===== src/hw/rtl/i2cms_pkg.sv =====
// ----------------------------------------------------------------------------
// i2cms_pkg
// Shared types and constants for the I2C master bit sequencer: sequencer
// steps, command codes and the result item carried to the output buffer.
// ----------------------------------------------------------------------------
package i2cms_pkg;

    // Sequencer steps; each non-idle step waits, then performs one action
    typedef enum logic [3:0] {
        ST_IDLE     = 4'd0,
        ST_START_A  = 4'd1,
        ST_START_B  = 4'd2,
        ST_STOP_A   = 4'd3,
        ST_STOP_B   = 4'd4,
        ST_WR_SETUP = 4'd5,
        ST_WR_RISE  = 4'd6,
        ST_WR_HIGH  = 4'd7,
        ST_WA_SETUP = 4'd8,
        ST_WA_RISE  = 4'd9,
        ST_WA_HIGH  = 4'd10,
        ST_RD_LOW   = 4'd11,
        ST_RD_HIGH  = 4'd12,
        ST_RA_SETUP = 4'd13,
        ST_RA_RISE  = 4'd14,
        ST_RA_HIGH  = 4'd15
    } step_t;

    // Command codes
    typedef enum logic [1:0] {
        CMD_START = 2'd0,
        CMD_STOP  = 2'd1,
        CMD_WRITE = 2'd2,
        CMD_READ  = 2'd3
    } cmd_t;

    localparam logic [7:0] PHASE_TICKS_RESET = 8'd32;
    localparam logic [3:0] BITS_PER_BYTE     = 4'd8;

    // One result item
    typedef struct packed {
        logic       scl_released;
        logic       sda_released;
        logic       busy;
        logic       done;
        logic [7:0] rx_byte;
        logic       nack;
    } result_t;

endpackage


===== src/hw/rtl/i2cms_core.sv =====
// ----------------------------------------------------------------------------
// i2cms_core
// Line sequencer: holds the bus state and, for each accepted item, advances
// the wait counter or performs the next line action in one pass.
// ----------------------------------------------------------------------------
module i2cms_core
(
    input  logic                clk,
    input  logic                rst_n,
    input  logic                fire,
    input  logic [7:0]          phase_ticks,
    input  logic                tick,
    input  logic                cmd_valid,
    input  logic [1:0]          command,
    input  logic [7:0]          tx_byte,
    input  logic                send_ack,
    input  logic                sda_level,
    output i2cms_pkg::result_t  result
);

    i2cms_pkg::step_t step_reg;
    i2cms_pkg::step_t step_next;
    logic [3:0] bit_count_reg;
    logic [3:0] bit_count_next;
    logic [7:0] wait_count_reg;
    logic [7:0] wait_count_next;
    logic [7:0] shift_reg;
    logic [7:0] shift_next;
    logic       scl_hold_reg;
    logic       scl_hold_next;
    logic       sda_hold_reg;
    logic       sda_hold_next;
    logic       ack_choice_reg;
    logic       ack_choice_next;
    logic       nack_reg;
    logic       nack_next;
    logic [7:0] rx_last_reg;
    logic [7:0] rx_last_next;
    logic       done_next;

    logic       half_wait;
    logic [7:0] target;
    logic [8:0] count_sum;
    logic       wait_done;
    logic [3:0] bit_inc;

    // Pick the wait length for the current step and test for its end
    assign half_wait = (step_reg == i2cms_pkg::ST_WR_SETUP) ||
                       (step_reg == i2cms_pkg::ST_WR_RISE)  ||
                       (step_reg == i2cms_pkg::ST_WA_SETUP) ||
                       (step_reg == i2cms_pkg::ST_WA_RISE)  ||
                       (step_reg == i2cms_pkg::ST_RA_SETUP) ||
                       (step_reg == i2cms_pkg::ST_RA_RISE);
    assign target    = half_wait ? {1'b0, phase_ticks[7:1]} : phase_ticks;
    assign count_sum = {1'b0, wait_count_reg} + {8'd0, tick};
    assign wait_done = (count_sum >= {1'b0, target});
    assign bit_inc   = bit_count_reg + 4'd1;

    // Next step
    always_comb
    begin
        step_next = step_reg;
        if (step_reg == i2cms_pkg::ST_IDLE)
        begin
            if (cmd_valid)
            begin
                case (i2cms_pkg::cmd_t'(command))
                    i2cms_pkg::CMD_START: step_next = i2cms_pkg::ST_START_A;
                    i2cms_pkg::CMD_STOP:  step_next = i2cms_pkg::ST_STOP_A;
                    i2cms_pkg::CMD_WRITE: step_next = i2cms_pkg::ST_WR_SETUP;
                    default:              step_next = i2cms_pkg::ST_RD_LOW;
                endcase
            end
        end
        else if (wait_done)
        begin
            case (step_reg)
                i2cms_pkg::ST_START_A:  step_next = i2cms_pkg::ST_START_B;
                i2cms_pkg::ST_START_B:  step_next = i2cms_pkg::ST_IDLE;
                i2cms_pkg::ST_STOP_A:   step_next = i2cms_pkg::ST_STOP_B;
                i2cms_pkg::ST_STOP_B:   step_next = i2cms_pkg::ST_IDLE;
                i2cms_pkg::ST_WR_SETUP: step_next = i2cms_pkg::ST_WR_RISE;
                i2cms_pkg::ST_WR_RISE:  step_next = i2cms_pkg::ST_WR_HIGH;
                i2cms_pkg::ST_WR_HIGH:
                    step_next = (bit_inc >= i2cms_pkg::BITS_PER_BYTE) ?
                                i2cms_pkg::ST_WA_SETUP : i2cms_pkg::ST_WR_SETUP;
                i2cms_pkg::ST_WA_SETUP: step_next = i2cms_pkg::ST_WA_RISE;
                i2cms_pkg::ST_WA_RISE:  step_next = i2cms_pkg::ST_WA_HIGH;
                i2cms_pkg::ST_WA_HIGH:  step_next = i2cms_pkg::ST_IDLE;
                i2cms_pkg::ST_RD_LOW:   step_next = i2cms_pkg::ST_RD_HIGH;
                i2cms_pkg::ST_RD_HIGH:
                    step_next = (bit_inc >= i2cms_pkg::BITS_PER_BYTE) ?
                                i2cms_pkg::ST_RA_SETUP : i2cms_pkg::ST_RD_LOW;
                i2cms_pkg::ST_RA_SETUP: step_next = i2cms_pkg::ST_RA_RISE;
                i2cms_pkg::ST_RA_RISE:  step_next = i2cms_pkg::ST_RA_HIGH;
                i2cms_pkg::ST_RA_HIGH:  step_next = i2cms_pkg::ST_IDLE;
                default:                step_next = i2cms_pkg::ST_IDLE;
            endcase
        end
    end

    // Line actions, counters and data
    always_comb
    begin
        bit_count_next  = bit_count_reg;
        wait_count_next = wait_count_reg;
        shift_next      = shift_reg;
        scl_hold_next   = scl_hold_reg;
        sda_hold_next   = sda_hold_reg;
        ack_choice_next = ack_choice_reg;
        nack_next       = nack_reg;
        rx_last_next    = rx_last_reg;
        done_next       = 1'b0;
        if (step_reg == i2cms_pkg::ST_IDLE)
        begin
            if (cmd_valid)
            begin
                ack_choice_next = send_ack;
                bit_count_next  = 4'd0;
                wait_count_next = 8'd0;
                shift_next      = (i2cms_pkg::cmd_t'(command) == i2cms_pkg::CMD_WRITE) ?
                                  tx_byte : 8'd0;
                case (i2cms_pkg::cmd_t'(command))
                    i2cms_pkg::CMD_START:
                    begin
                        scl_hold_next = 1'b1;
                        sda_hold_next = 1'b1;
                    end
                    i2cms_pkg::CMD_STOP:  sda_hold_next = 1'b0;
                    i2cms_pkg::CMD_WRITE: sda_hold_next = sda_hold_reg;
                    default:              sda_hold_next = 1'b1;
                endcase
            end
        end
        else if (!wait_done)
        begin
            wait_count_next = count_sum[7:0];
        end
        else
        begin
            wait_count_next = 8'd0;
            case (step_reg)
                i2cms_pkg::ST_START_A:  sda_hold_next = 1'b0;
                i2cms_pkg::ST_START_B:
                begin
                    scl_hold_next = 1'b0;
                    done_next     = 1'b1;
                end
                i2cms_pkg::ST_STOP_A:   scl_hold_next = 1'b1;
                i2cms_pkg::ST_STOP_B:
                begin
                    sda_hold_next = 1'b1;
                    done_next     = 1'b1;
                end
                i2cms_pkg::ST_WR_SETUP: sda_hold_next = shift_reg[7];
                i2cms_pkg::ST_WR_RISE:  scl_hold_next = 1'b1;
                i2cms_pkg::ST_WR_HIGH:
                begin
                    scl_hold_next  = 1'b0;
                    shift_next     = {shift_reg[6:0], 1'b0};
                    bit_count_next = bit_inc;
                end
                i2cms_pkg::ST_WA_SETUP: sda_hold_next = 1'b1;
                i2cms_pkg::ST_WA_RISE:  scl_hold_next = 1'b1;
                i2cms_pkg::ST_WA_HIGH:
                begin
                    nack_next     = sda_level;
                    scl_hold_next = 1'b0;
                    done_next     = 1'b1;
                end
                i2cms_pkg::ST_RD_LOW:   scl_hold_next = 1'b1;
                i2cms_pkg::ST_RD_HIGH:
                begin
                    shift_next     = {shift_reg[6:0], sda_level};
                    scl_hold_next  = 1'b0;
                    bit_count_next = bit_inc;
                end
                i2cms_pkg::ST_RA_SETUP: sda_hold_next = ~ack_choice_reg;
                i2cms_pkg::ST_RA_RISE:  scl_hold_next = 1'b1;
                i2cms_pkg::ST_RA_HIGH:
                begin
                    scl_hold_next = 1'b0;
                    sda_hold_next = 1'b1;
                    rx_last_next  = shift_reg;
                    done_next     = 1'b1;
                end
                default:                done_next = 1'b0;
            endcase
        end
    end

    // Result of this item, taken from the updated state
    always_comb
    begin
        result.scl_released = scl_hold_next;
        result.sda_released = sda_hold_next;
        result.busy         = (step_next != i2cms_pkg::ST_IDLE);
        result.done         = done_next;
        result.rx_byte      = rx_last_next;
        result.nack         = nack_next;
    end

    // Commit state on each accepted item
    always_ff @(posedge clk or negedge rst_n)
    begin
        if (!rst_n)
        begin
            step_reg       <= i2cms_pkg::ST_IDLE;
            bit_count_reg  <= 4'd0;
            wait_count_reg <= 8'd0;
            shift_reg      <= 8'd0;
            scl_hold_reg   <= 1'b1;
            sda_hold_reg   <= 1'b1;
            ack_choice_reg <= 1'b0;
            nack_reg       <= 1'b0;
            rx_last_reg    <= 8'd0;
        end
        else if (fire)
        begin
            step_reg       <= step_next;
            bit_count_reg  <= bit_count_next;
            wait_count_reg <= wait_count_next;
            shift_reg      <= shift_next;
            scl_hold_reg   <= scl_hold_next;
            sda_hold_reg   <= sda_hold_next;
            ack_choice_reg <= ack_choice_next;
            nack_reg       <= nack_next;
            rx_last_reg    <= rx_last_next;
        end
    end

`ifndef SYNTH
    // A finished command always leaves the sequencer idle
    assert property (@(posedge clk) disable iff (!rst_n)
        fire && result.done |=> step_reg == i2cms_pkg::ST_IDLE)
        else $error("done without return to idle");

    // The bit counter never runs past one byte
    assert property (@(posedge clk) disable iff (!rst_n)
        bit_count_reg <= i2cms_pkg::BITS_PER_BYTE)
        else $error("bit counter overflow");

    // Idle with no command offered stays idle
    assert property (@(posedge clk) disable iff (!rst_n)
        fire && step_reg == i2cms_pkg::ST_IDLE && !cmd_valid
        |=> step_reg == i2cms_pkg::ST_IDLE)
        else $error("left idle without a command");
`endif

endmodule


===== src/hw/rtl/i2cms_out_buf.sv =====
// ----------------------------------------------------------------------------
// i2cms_out_buf
// Two-entry result buffer: an output register plus a skid register, so an
// item is taken while an earlier result still waits downstream.
// ----------------------------------------------------------------------------
module i2cms_out_buf
(
    input  logic                clk,
    input  logic                rst_n,
    input  logic                push,
    input  i2cms_pkg::result_t  push_data,
    output logic                full,
    output logic                out_valid,
    input  logic                out_stall,
    output i2cms_pkg::result_t  out_data
);

    logic               main_valid_reg;
    i2cms_pkg::result_t main_data_reg;
    logic               skid_valid_reg;
    i2cms_pkg::result_t skid_data_reg;
    logic               pop;

    assign pop       = main_valid_reg && !out_stall;
    assign full      = skid_valid_reg;
    assign out_valid = main_valid_reg;
    assign out_data  = main_data_reg;

    // Valid flags
    always_ff @(posedge clk or negedge rst_n)
    begin
        if (!rst_n)
        begin
            main_valid_reg <= 1'b0;
            skid_valid_reg <= 1'b0;
        end
        else if (pop)
        begin
            main_valid_reg <= skid_valid_reg || push;
            skid_valid_reg <= 1'b0;
        end
        else if (push)
        begin
            main_valid_reg <= 1'b1;
            skid_valid_reg <= main_valid_reg;
        end
    end

    // Payload: refill from skid first, then from the new item
    always_ff @(posedge clk)
    begin
        if (pop)
        begin
            main_data_reg <= skid_valid_reg ? skid_data_reg : push_data;
        end
        else if (push)
        begin
            if (main_valid_reg)
            begin
                skid_data_reg <= push_data;
            end
            else
            begin
                main_data_reg <= push_data;
            end
        end
    end

`ifndef SYNTH
    // The skid entry is only used behind a held output entry
    assert property (@(posedge clk) disable iff (!rst_n)
        skid_valid_reg |-> main_valid_reg)
        else $error("skid entry without output entry");

    // A taken result with nothing behind it empties the buffer
    assert property (@(posedge clk) disable iff (!rst_n)
        pop && !skid_valid_reg && !push |=> !main_valid_reg)
        else $error("result repeated");

    // Nothing is pushed into a full buffer
    assert property (@(posedge clk) disable iff (!rst_n)
        skid_valid_reg |-> !push)
        else $error("push into full buffer");
`endif

endmodule


===== src/hw/rtl/i2c_master_bit_sequencer.sv =====
// Each result is registered in the output buffer when its item is accepted.
// Throughput: one item per cycle while in_stall is low; the sequencer step is
// a single pass of next-state logic, and a two-entry output buffer absorbs
// downstream stalls. Input stall rises only when both output entries are full.
// Reset: asynchronous, active low; sequencer idle, both lines released,
// phase_ticks back to 32, output buffer empty.
// ----------------------------------------------------------------------------
// i2c_master_bit_sequencer
// I2C master that steps SCL/SDA open-drain releases through start, stop,
// write-byte and read-byte programs, one input item per clock while in_stall is low.
// ----------------------------------------------------------------------------
module i2c_master_bit_sequencer
(
    input  logic       clk,
    input  logic       rst_n,
    // configuration
    input  logic       cfg_we,
    input  logic [7:0] cfg_wdata,
    // input channel
    input  logic       in_valid,
    output logic       in_stall,
    input  logic       tick,
    input  logic       cmd_valid,
    input  logic [1:0] command,
    input  logic [7:0] tx_byte,
    input  logic       send_ack,
    input  logic       sda_level,
    // output channel
    output logic       out_valid,
    input  logic       out_stall,
    output logic       scl_released,
    output logic       sda_released,
    output logic       busy_res,
    output logic       done_res,
    output logic [7:0] rx_byte,
    output logic       nack
);

    logic [7:0]         phase_ticks_reg;
    logic               fire;
    logic               buf_full;
    i2cms_pkg::result_t step_result;
    i2cms_pkg::result_t out_data;

    // Hold the phase length register
    always_ff @(posedge clk or negedge rst_n)
    begin
        if (!rst_n)
        begin
            phase_ticks_reg <= i2cms_pkg::PHASE_TICKS_RESET;
        end
        else if (cfg_we)
        begin
            phase_ticks_reg <= cfg_wdata;
        end
    end

    assign in_stall = buf_full;
    assign fire     = in_valid && !buf_full;

    i2cms_core u_core
    (
        .clk         (clk),
        .rst_n       (rst_n),
        .fire        (fire),
        .phase_ticks (phase_ticks_reg),
        .tick        (tick),
        .cmd_valid   (cmd_valid),
        .command     (command),
        .tx_byte     (tx_byte),
        .send_ack    (send_ack),
        .sda_level   (sda_level),
        .result      (step_result)
    );

    i2cms_out_buf u_out_buf
    (
        .clk       (clk),
        .rst_n     (rst_n),
        .push      (fire),
        .push_data (step_result),
        .full      (buf_full),
        .out_valid (out_valid),
        .out_stall (out_stall),
        .out_data  (out_data)
    );

    // Drive the result fields
    assign scl_released = out_data.scl_released;
    assign sda_released = out_data.sda_released;
    assign busy_res     = out_data.busy;
    assign done_res     = out_data.done;
    assign rx_byte      = out_data.rx_byte;
    assign nack         = out_data.nack;

endmodule

===== config.mk =====
export PLATFORM = sky130hd
export DESIGN_NAME = i2c_master_bit_sequencer
export DESIGN_NICKNAME = d
export VERILOG_FILES = /design/src/hw/rtl/i2cms_pkg.sv /design/src/hw/rtl/i2cms_core.sv /design/src/hw/rtl/i2cms_out_buf.sv /design/src/hw/rtl/i2c_master_bit_sequencer.sv
export SDC_FILE = /design/constraint.sdc
export NUM_CORES = 1
export LEC_CHECK = 0
export BUFFER_PORTS_ARGS = -buffer_cell sky130_fd_sc_hd__clkbuf_2
export CAP_MARGIN = 15
export CORE_ASPECT_RATIO = 0.9
export CORE_MARGIN = 3
export CORE_UTILIZATION = 55
export CTS_CLUSTER_SIZE = 20
export DETAILED_ROUTE_END_ITERATION = 6
export GPL_TIMING_DRIVEN = 0
export PLACE_DENSITY = 0.75
export SLEW_MARGIN = 40
export SYNTH_ARGS = -nofsm -noshare
export SYNTH_HDL_FRONTEND = slang
export SYNTH_SLANG_ARGS = --single-unit

===== constraint.sdc =====
create_clock -name clk -period 4.3 [get_ports clk]
set_input_delay 0.215 -clock clk [delete_from_list [all_inputs] [get_ports clk]]
set_output_delay 0.215 -clock clk [all_outputs]
set_load 0.01 [all_outputs]

# Yosys cells after proc, flatten, opt, wreduce, memory -nomap -nowiden
# Index checks and enable logic that the tools add are counted.
# op_classes
muxes	47
n_reduce_logical	28
div_mod_pow	0
bitwise_logic	2
order_cmp	2
n_eq_ne	19
addsub	2
shifts	0
multipliers	0
# op_table
cell	n
$mux 8	11
$mux 13	4
$pmux 4 s11	1
$eq 4x4->1 const B	8
$mux 4	8
$mux 1	17
$eq 4x3->1 const B	4
$pmux 8 s2	1
$pmux 4 s3	1
$reduce_or 5->1	2
$add 8x1->9	1
$ge 9x8->1	1
$eq 4x2->1 const B	2
$reduce_and 4->1	2
$logic_or 1x1->1	6
$reduce_and 3->1	2
$reduce_bool 2->1	3
$add 4x1->4 const B	1
$eq 4x1->1 const B	1
$ge 4x4->1 const B	1
$logic_not 4->1	1
$ne 2x2->1 const B	2
$pmux 1 s2	2
$pmux 1 s4	1
other kinds (13)	17
# totals
regBits	72
word_cells	124
inputBits	27
mem_bits_rw	0
romBits	0
n_memories	0
latch_bits	0
output_inout_bits	15

# Longest topological paths before layout
# logic_depth
depth_word	14
ltp_mapped	15
depth_no_buf	12

# Hierarchy
# A second synthesis with hierarchy kept.
# unflattened
cells_unflattened	349
area_unflattened_um2	4025.1
# by_module_without_submodules
module	area_per_inst_um2	cells_per_inst	n_inst
i2cms_core	2595.0	280	1
i2cms_out_buf	1091.0	51	1
i2c_master_bit_sequencer	339.1	18	1

# Worst setup path before layout
# No wires, ideal clock.
# synth_path
kind	reg2reg
from	register u_core.step_reg[0]
to	register u_out_buf.main_data_reg, in the netlist u_out_buf.out_data[3] (data pin)
stages_incl_launch_ff	15
period_less_slack_ns	3.531
t_required_ns	4.040
setup_ns	0.260
path_buffers	2
path_slack_ns	0.769
arrival_ns	3.271
cell_sequence	dfrtp_1 clkbuf_1 inv_1 nor2_1 o21ai_0 o21a_1 buf_2 mux2_2 ha_1 nor2b_1 o21ai_1 nand2_1 a21oi_2 mux2_2 mux2_2
# synth_lines
item	line_no	rtl
start: declaration	i2cms_core.sv:21	i2cms_pkg::step_t step_reg;
start signal: assignment	i2cms_core.sv:208	step_reg <= i2cms_pkg::ST_IDLE;
start signal: assignment	i2cms_core.sv:220	step_reg <= step_next;
end signal: assignment	i2cms_out_buf.sv:54	main_data_reg <= skid_valid_reg ? skid_data_reg : push_data;
end signal: assignment	i2cms_out_buf.sv:64	main_data_reg <= push_data;
end: declaration	i2cms_out_buf.sv:19	i2cms_pkg::result_t main_data_reg;

# Worst setup path after layout
# layout_path
from	register u_core.step_reg[0]
to	register u_out_buf.main_data_reg, in the netlist u_out_buf.out_data[10] (data pin)
# layout_between
elab_chain_len	14
word_cells_on_any_way	28
classes_between	1 x order compare; 11 x eq/ne; 9 x mux; 7 x reduce/logical
# layout_lines
item	line_no	rtl
$eq 4x3->1 (on tied branches)	i2cms_core.sv:48, i2cms_core.sv:77, i2cms_core.sv:49	
$logic_or 1x1->1	i2cms_core.sv:48	assign half_wait = (step_reg == i2cms_pkg::ST_WR_SETUP) ||
$logic_or 1x1->1	i2cms_core.sv:49	(step_reg == i2cms_pkg::ST_WR_RISE) ||
$logic_or 1x1->1	i2cms_core.sv:50	(step_reg == i2cms_pkg::ST_WA_SETUP) ||
$logic_or 1x1->1	i2cms_core.sv:51	(step_reg == i2cms_pkg::ST_WA_RISE) ||
$logic_or 1x1->1	i2cms_core.sv:52	(step_reg == i2cms_pkg::ST_RA_SETUP) ||
$mux 8	i2cms_core.sv:54	assign target = half_wait ? {1'b0, phase_ticks[7:1]} : phase_ticks;
$ge 9x8->1	i2cms_core.sv:56	assign wait_done = (count_sum >= {1'b0, target});
$mux 4	i2cms_core.sv:75	else if (wait_done)
$mux 4 *	i2cms_core.sv:63	if (step_reg == i2cms_pkg::ST_IDLE)
$reduce_bool 4->1 *	i2cms_core.sv:197	result.busy = (step_next != i2cms_pkg::ST_IDLE);
$mux 13	i2cms_out_buf.sv:58	if (main_valid_reg)
$mux 13	i2cms_out_buf.sv:56	else if (push)
$mux 13 *	i2cms_out_buf.sv:52	if (pop)
# Mark *: on every way between the ends. The rest lies on a longest branch, timed or not. The select of a mux whose other input is x is not followed.
# A chain may end at the register's enable or synchronous reset.

==> results.sh <==
export IMPL_status="finished, final reports clean"
export IMPL_synth_top_area_share_pct=27.2
export IMPL_route_vias_total=2978
export IMPL_pwr_share_comb_pct=33.4
export IMPL_ant_nets=0
export IMPL_power_switching_uw=844
export IMPL_drtIter0Drc=183
export IMPL_nets=442
export IMPL_h_tree_depth=3
export IMPL_core_area_sq_mm=0.00676
export IMPL_holdWs_ns=0.0928
export IMPL_crit_type="register to register"
export IMPL_yosys_area_top_type="dfrtp_1"
export IMPL_slew_headroom_pct=50.5
export IMPL_fmax_mhz=254
export IMPL_cts_tree="done"
export IMPL_pwr_share_clk_pct=25.0
export IMPL_place_gp_congestion=0.922
export IMPL_grt_pass1_vias=2968
export IMPL_crit_fanout=16
export IMPL_syn2layout_area_growth_pct=14.1
export IMPL_port_buffers=40
export IMPL_grt_usage_pct=24.2
export IMPL_cp_start_kind="register"
export IMPL_clk_latency_ns=0.35
export IMPL_post_route_util_pct=66.8
export IMPL_final_cell_mix="48 x mux2_2, 43 x nand2_1, 43 x dfrtp_1"
export IMPL_ir_worst_vdd_uv=307
export IMPL_rsz0062_at_grt="no"
export IMPL_antenna_found_initial=0
export IMPL_maxCapViolations=0
export IMPL_die_area_sq_mm=0.00825
export IMPL_synth_seq_cells=72
export IMPL_hpwl_microns=6640
export IMPL_syn_avg_cell_area_sq_um=11.2
export IMPL_clk_pin_slew_worst_paths_ns=0.08
export IMPL_sw_frac_of_total_pct=35.4
export IMPL_ys_top_cells_by_area="dfrtp_1 27%, edfxtp_1 20%, mux2_2 14%"
export IMPL_crit_slowest_cell="dfrtp_1"
export IMPL_rows=28
export IMPL_cts_root_buf="clkbuf_8"
export IMPL_min_path_cells=2
export IMPL_post_drt_wl_per_cell_microns=18.2
export IMPL_clock_skew_ns=0.00929
export IMPL_cts_buffer_depth=2
export IMPL_antenna_cells=0
export IMPL_synthCells=353
export IMPL_ys_flop_type="dfrtp_1"
export IMPL_synth_nets=391
export IMPL_viasPerCell=5.97
export IMPL_cp_arrival_ns=4.01
export IMPL_synth_edf_count=26
export IMPL_worst_pin_slew_ns=0.743
export IMPL_grt_max_degree=47
export IMPL_min_path_type="input pin to register"
export IMPL_setup_violations=0
export IMPL_fin_crit_ns=3.94
export IMPL_internal_power_mw=1.54
export IMPL_synth_async_sr_flop_share_pct=63.9
export IMPL_die_h_microns=86.5
export IMPL_drv_slew=0
export IMPL_drive_gt1_share_pct=30.6
export IMPL_finalHoldViolCount=0
export IMPL_n_fill_cell=543
export IMPL_reg2regPathDepth=14
export IMPL_required_ns=4.37
export IMPL_ys_seq_area_share_pct=48.9
export IMPL_overflow=0
export IMPL_power_mw=2.39
export IMPL_p_leak_nw=2.00
export IMPL_setup_tns_ns=0
export IMPL_drc_errors=0
export IMPL_start_util_pct=58.5
export IMPL_crit_chain="inv_1, nor2_1, o21ai_0, o21a_1, buf_2, mux2_2, ha_1, nor2b_1, o21ai_1, and2_1, clkbuf_1, o21ai_0, a211oi_1, a41oi_1"
export IMPL_finalCritPeriodShare_pct=91.6
export IMPL_cp_common_cell="o21ai_0"
export IMPL_powerDensity_mw_per_mm2=528
export IMPL_synth_cell_types=61
export IMPL_drt_pre_antenna_iters=4
export IMPL_fp_dieW_microns=95.4
export IMPL_syn_cell_area_sq_mm=0.00396
export IMPL_ios=42
export IMPL_clkSinkCount=72
export IMPL_ys_warn_count=0
export IMPL_grt_pass1_wl_microns=15200
export IMPL_end_kind="register"
export IMPL_cts_made_buffers=9
export IMPL_slowest_delay_ns=0.55
export IMPL_seq_power_share_pct=41.6
export IMPL_post_cts_buffers=0
export IMPL_wl_microns=9070
export IMPL_layout_commonest_cell="mux2_2"
## per-stage QoR
step	setup slack, ns	area, sq um	instances
floorplan	0.769	3960	353
global placement	0.0988	4270	483
detailed placement	0.0898	4280	483
CTS	0.0692	4510	500
global route	0.0960	4520	499
finish	0.360	4520	499
## power groups by stage
stage                     Combinational [mW]  Sequential, mW  Clock, mW
final                                  0.798           0.992      0.595
after global routing                   0.896            1.02      0.632
after CTS                              0.807           0.984      0.606
after detailed placement               0.796           0.998          0
after global placement                 0.778           0.989          0
after floorplan                        0.538           0.996          0
## worst paths after layout
kind / from / to / slack, ns
hold reg to reg: u_core.wait_count_reg[0] / u_core.wait_count_reg[0] / 0.49
min in group asynchronous: rst_n / phase_ticks_reg[0] / 0.46
setup reg to reg: u_core.step_reg[0] / u_out_buf.out_data[10] / 0.36
hold / removal: cfg_wdata[1] / phase_ticks_reg[1] / 0.09
setup / recovery: u_core.step_reg[0] / u_out_buf.out_data[10] / 0.36
max in group asynchronous: rst_n / u_core.bit_count_reg[3] / 3.39
## cell families (layout without fill, tap and decap cells)
logic type	count (synthesis)	after routing	share of synthesized area (%)
multiplexers	57	57	16.1
AO/OA/AOI/OAI	76	76	14.1
XOR/XNOR	7	7	1.55
adder cells (fa/ha/maj)	11	11	3.48
AND/OR/NAND/NOR	109	109	13.7
buffers and inverters	21	77	2.28
flip-flops	72	72	48.9
## routing by layer
layer  GRT usage, %  share of wire (%)  up-vias
met2           39.0                 49       91
met3           5.03                4.9       19
li1               -                  -     1404
met5              0                  0        -
met4           6.98                1.8        0
met1           33.3                 45     1464
## cells in the mapped netlist (4+ instances only)
cell	instances
a22o_1	8
nand2_1	44
nand3_1	15
ha_1	11
edfxtp_1	26
inv_1	4
a21o_1	4
o21ai_0	15
dfrtp_1	43
clkbuf_1	11
mux2i_1	8
o21bai_1	4
a21oi_1	15
nand2b_1	4
nor2b_1	8
nor2_1	16
xnor2_1	4
mux2_2	48
## repair_timing
item	4_1_cts	5_1_grt
hold buffers	1	0
setup endpoints to repair	0	10
gates resized for setup	0	2
endpoints found under the hold margin	43	0
## worst max-delay path, delay by kind of cell, from the launching register on
| family | cells | cell delay [ns] |
|---|---|---|
| fa+ha+maj | 1 | 0.27 |
| flops | 1 | 0.55 |
| compound gates | 6 | 1.38 |
| buf+inv | 3 | 0.78 |
| mux | 1 | 0.37 |
| simple gates | 3 | 0.29 |
## cell type report
type / count / area, sq um / share of cell area [%]
multi-input combinational: 260 / 1950 / 43.1
clock buffer: 11 / 141 / 3.13
sequential: 72 / 1940 / 42.9
inverter: 5 / 18.8 / 0.416
tap: 90 / 113 / 2.49
clock inverter: 5 / 80.1 / 1.77
timing repair buffer: 41 / 213 / 4.71
buffer: 15 / 67.6 / 1.50
No activity file was read; power rests on OpenSTA's default activity.
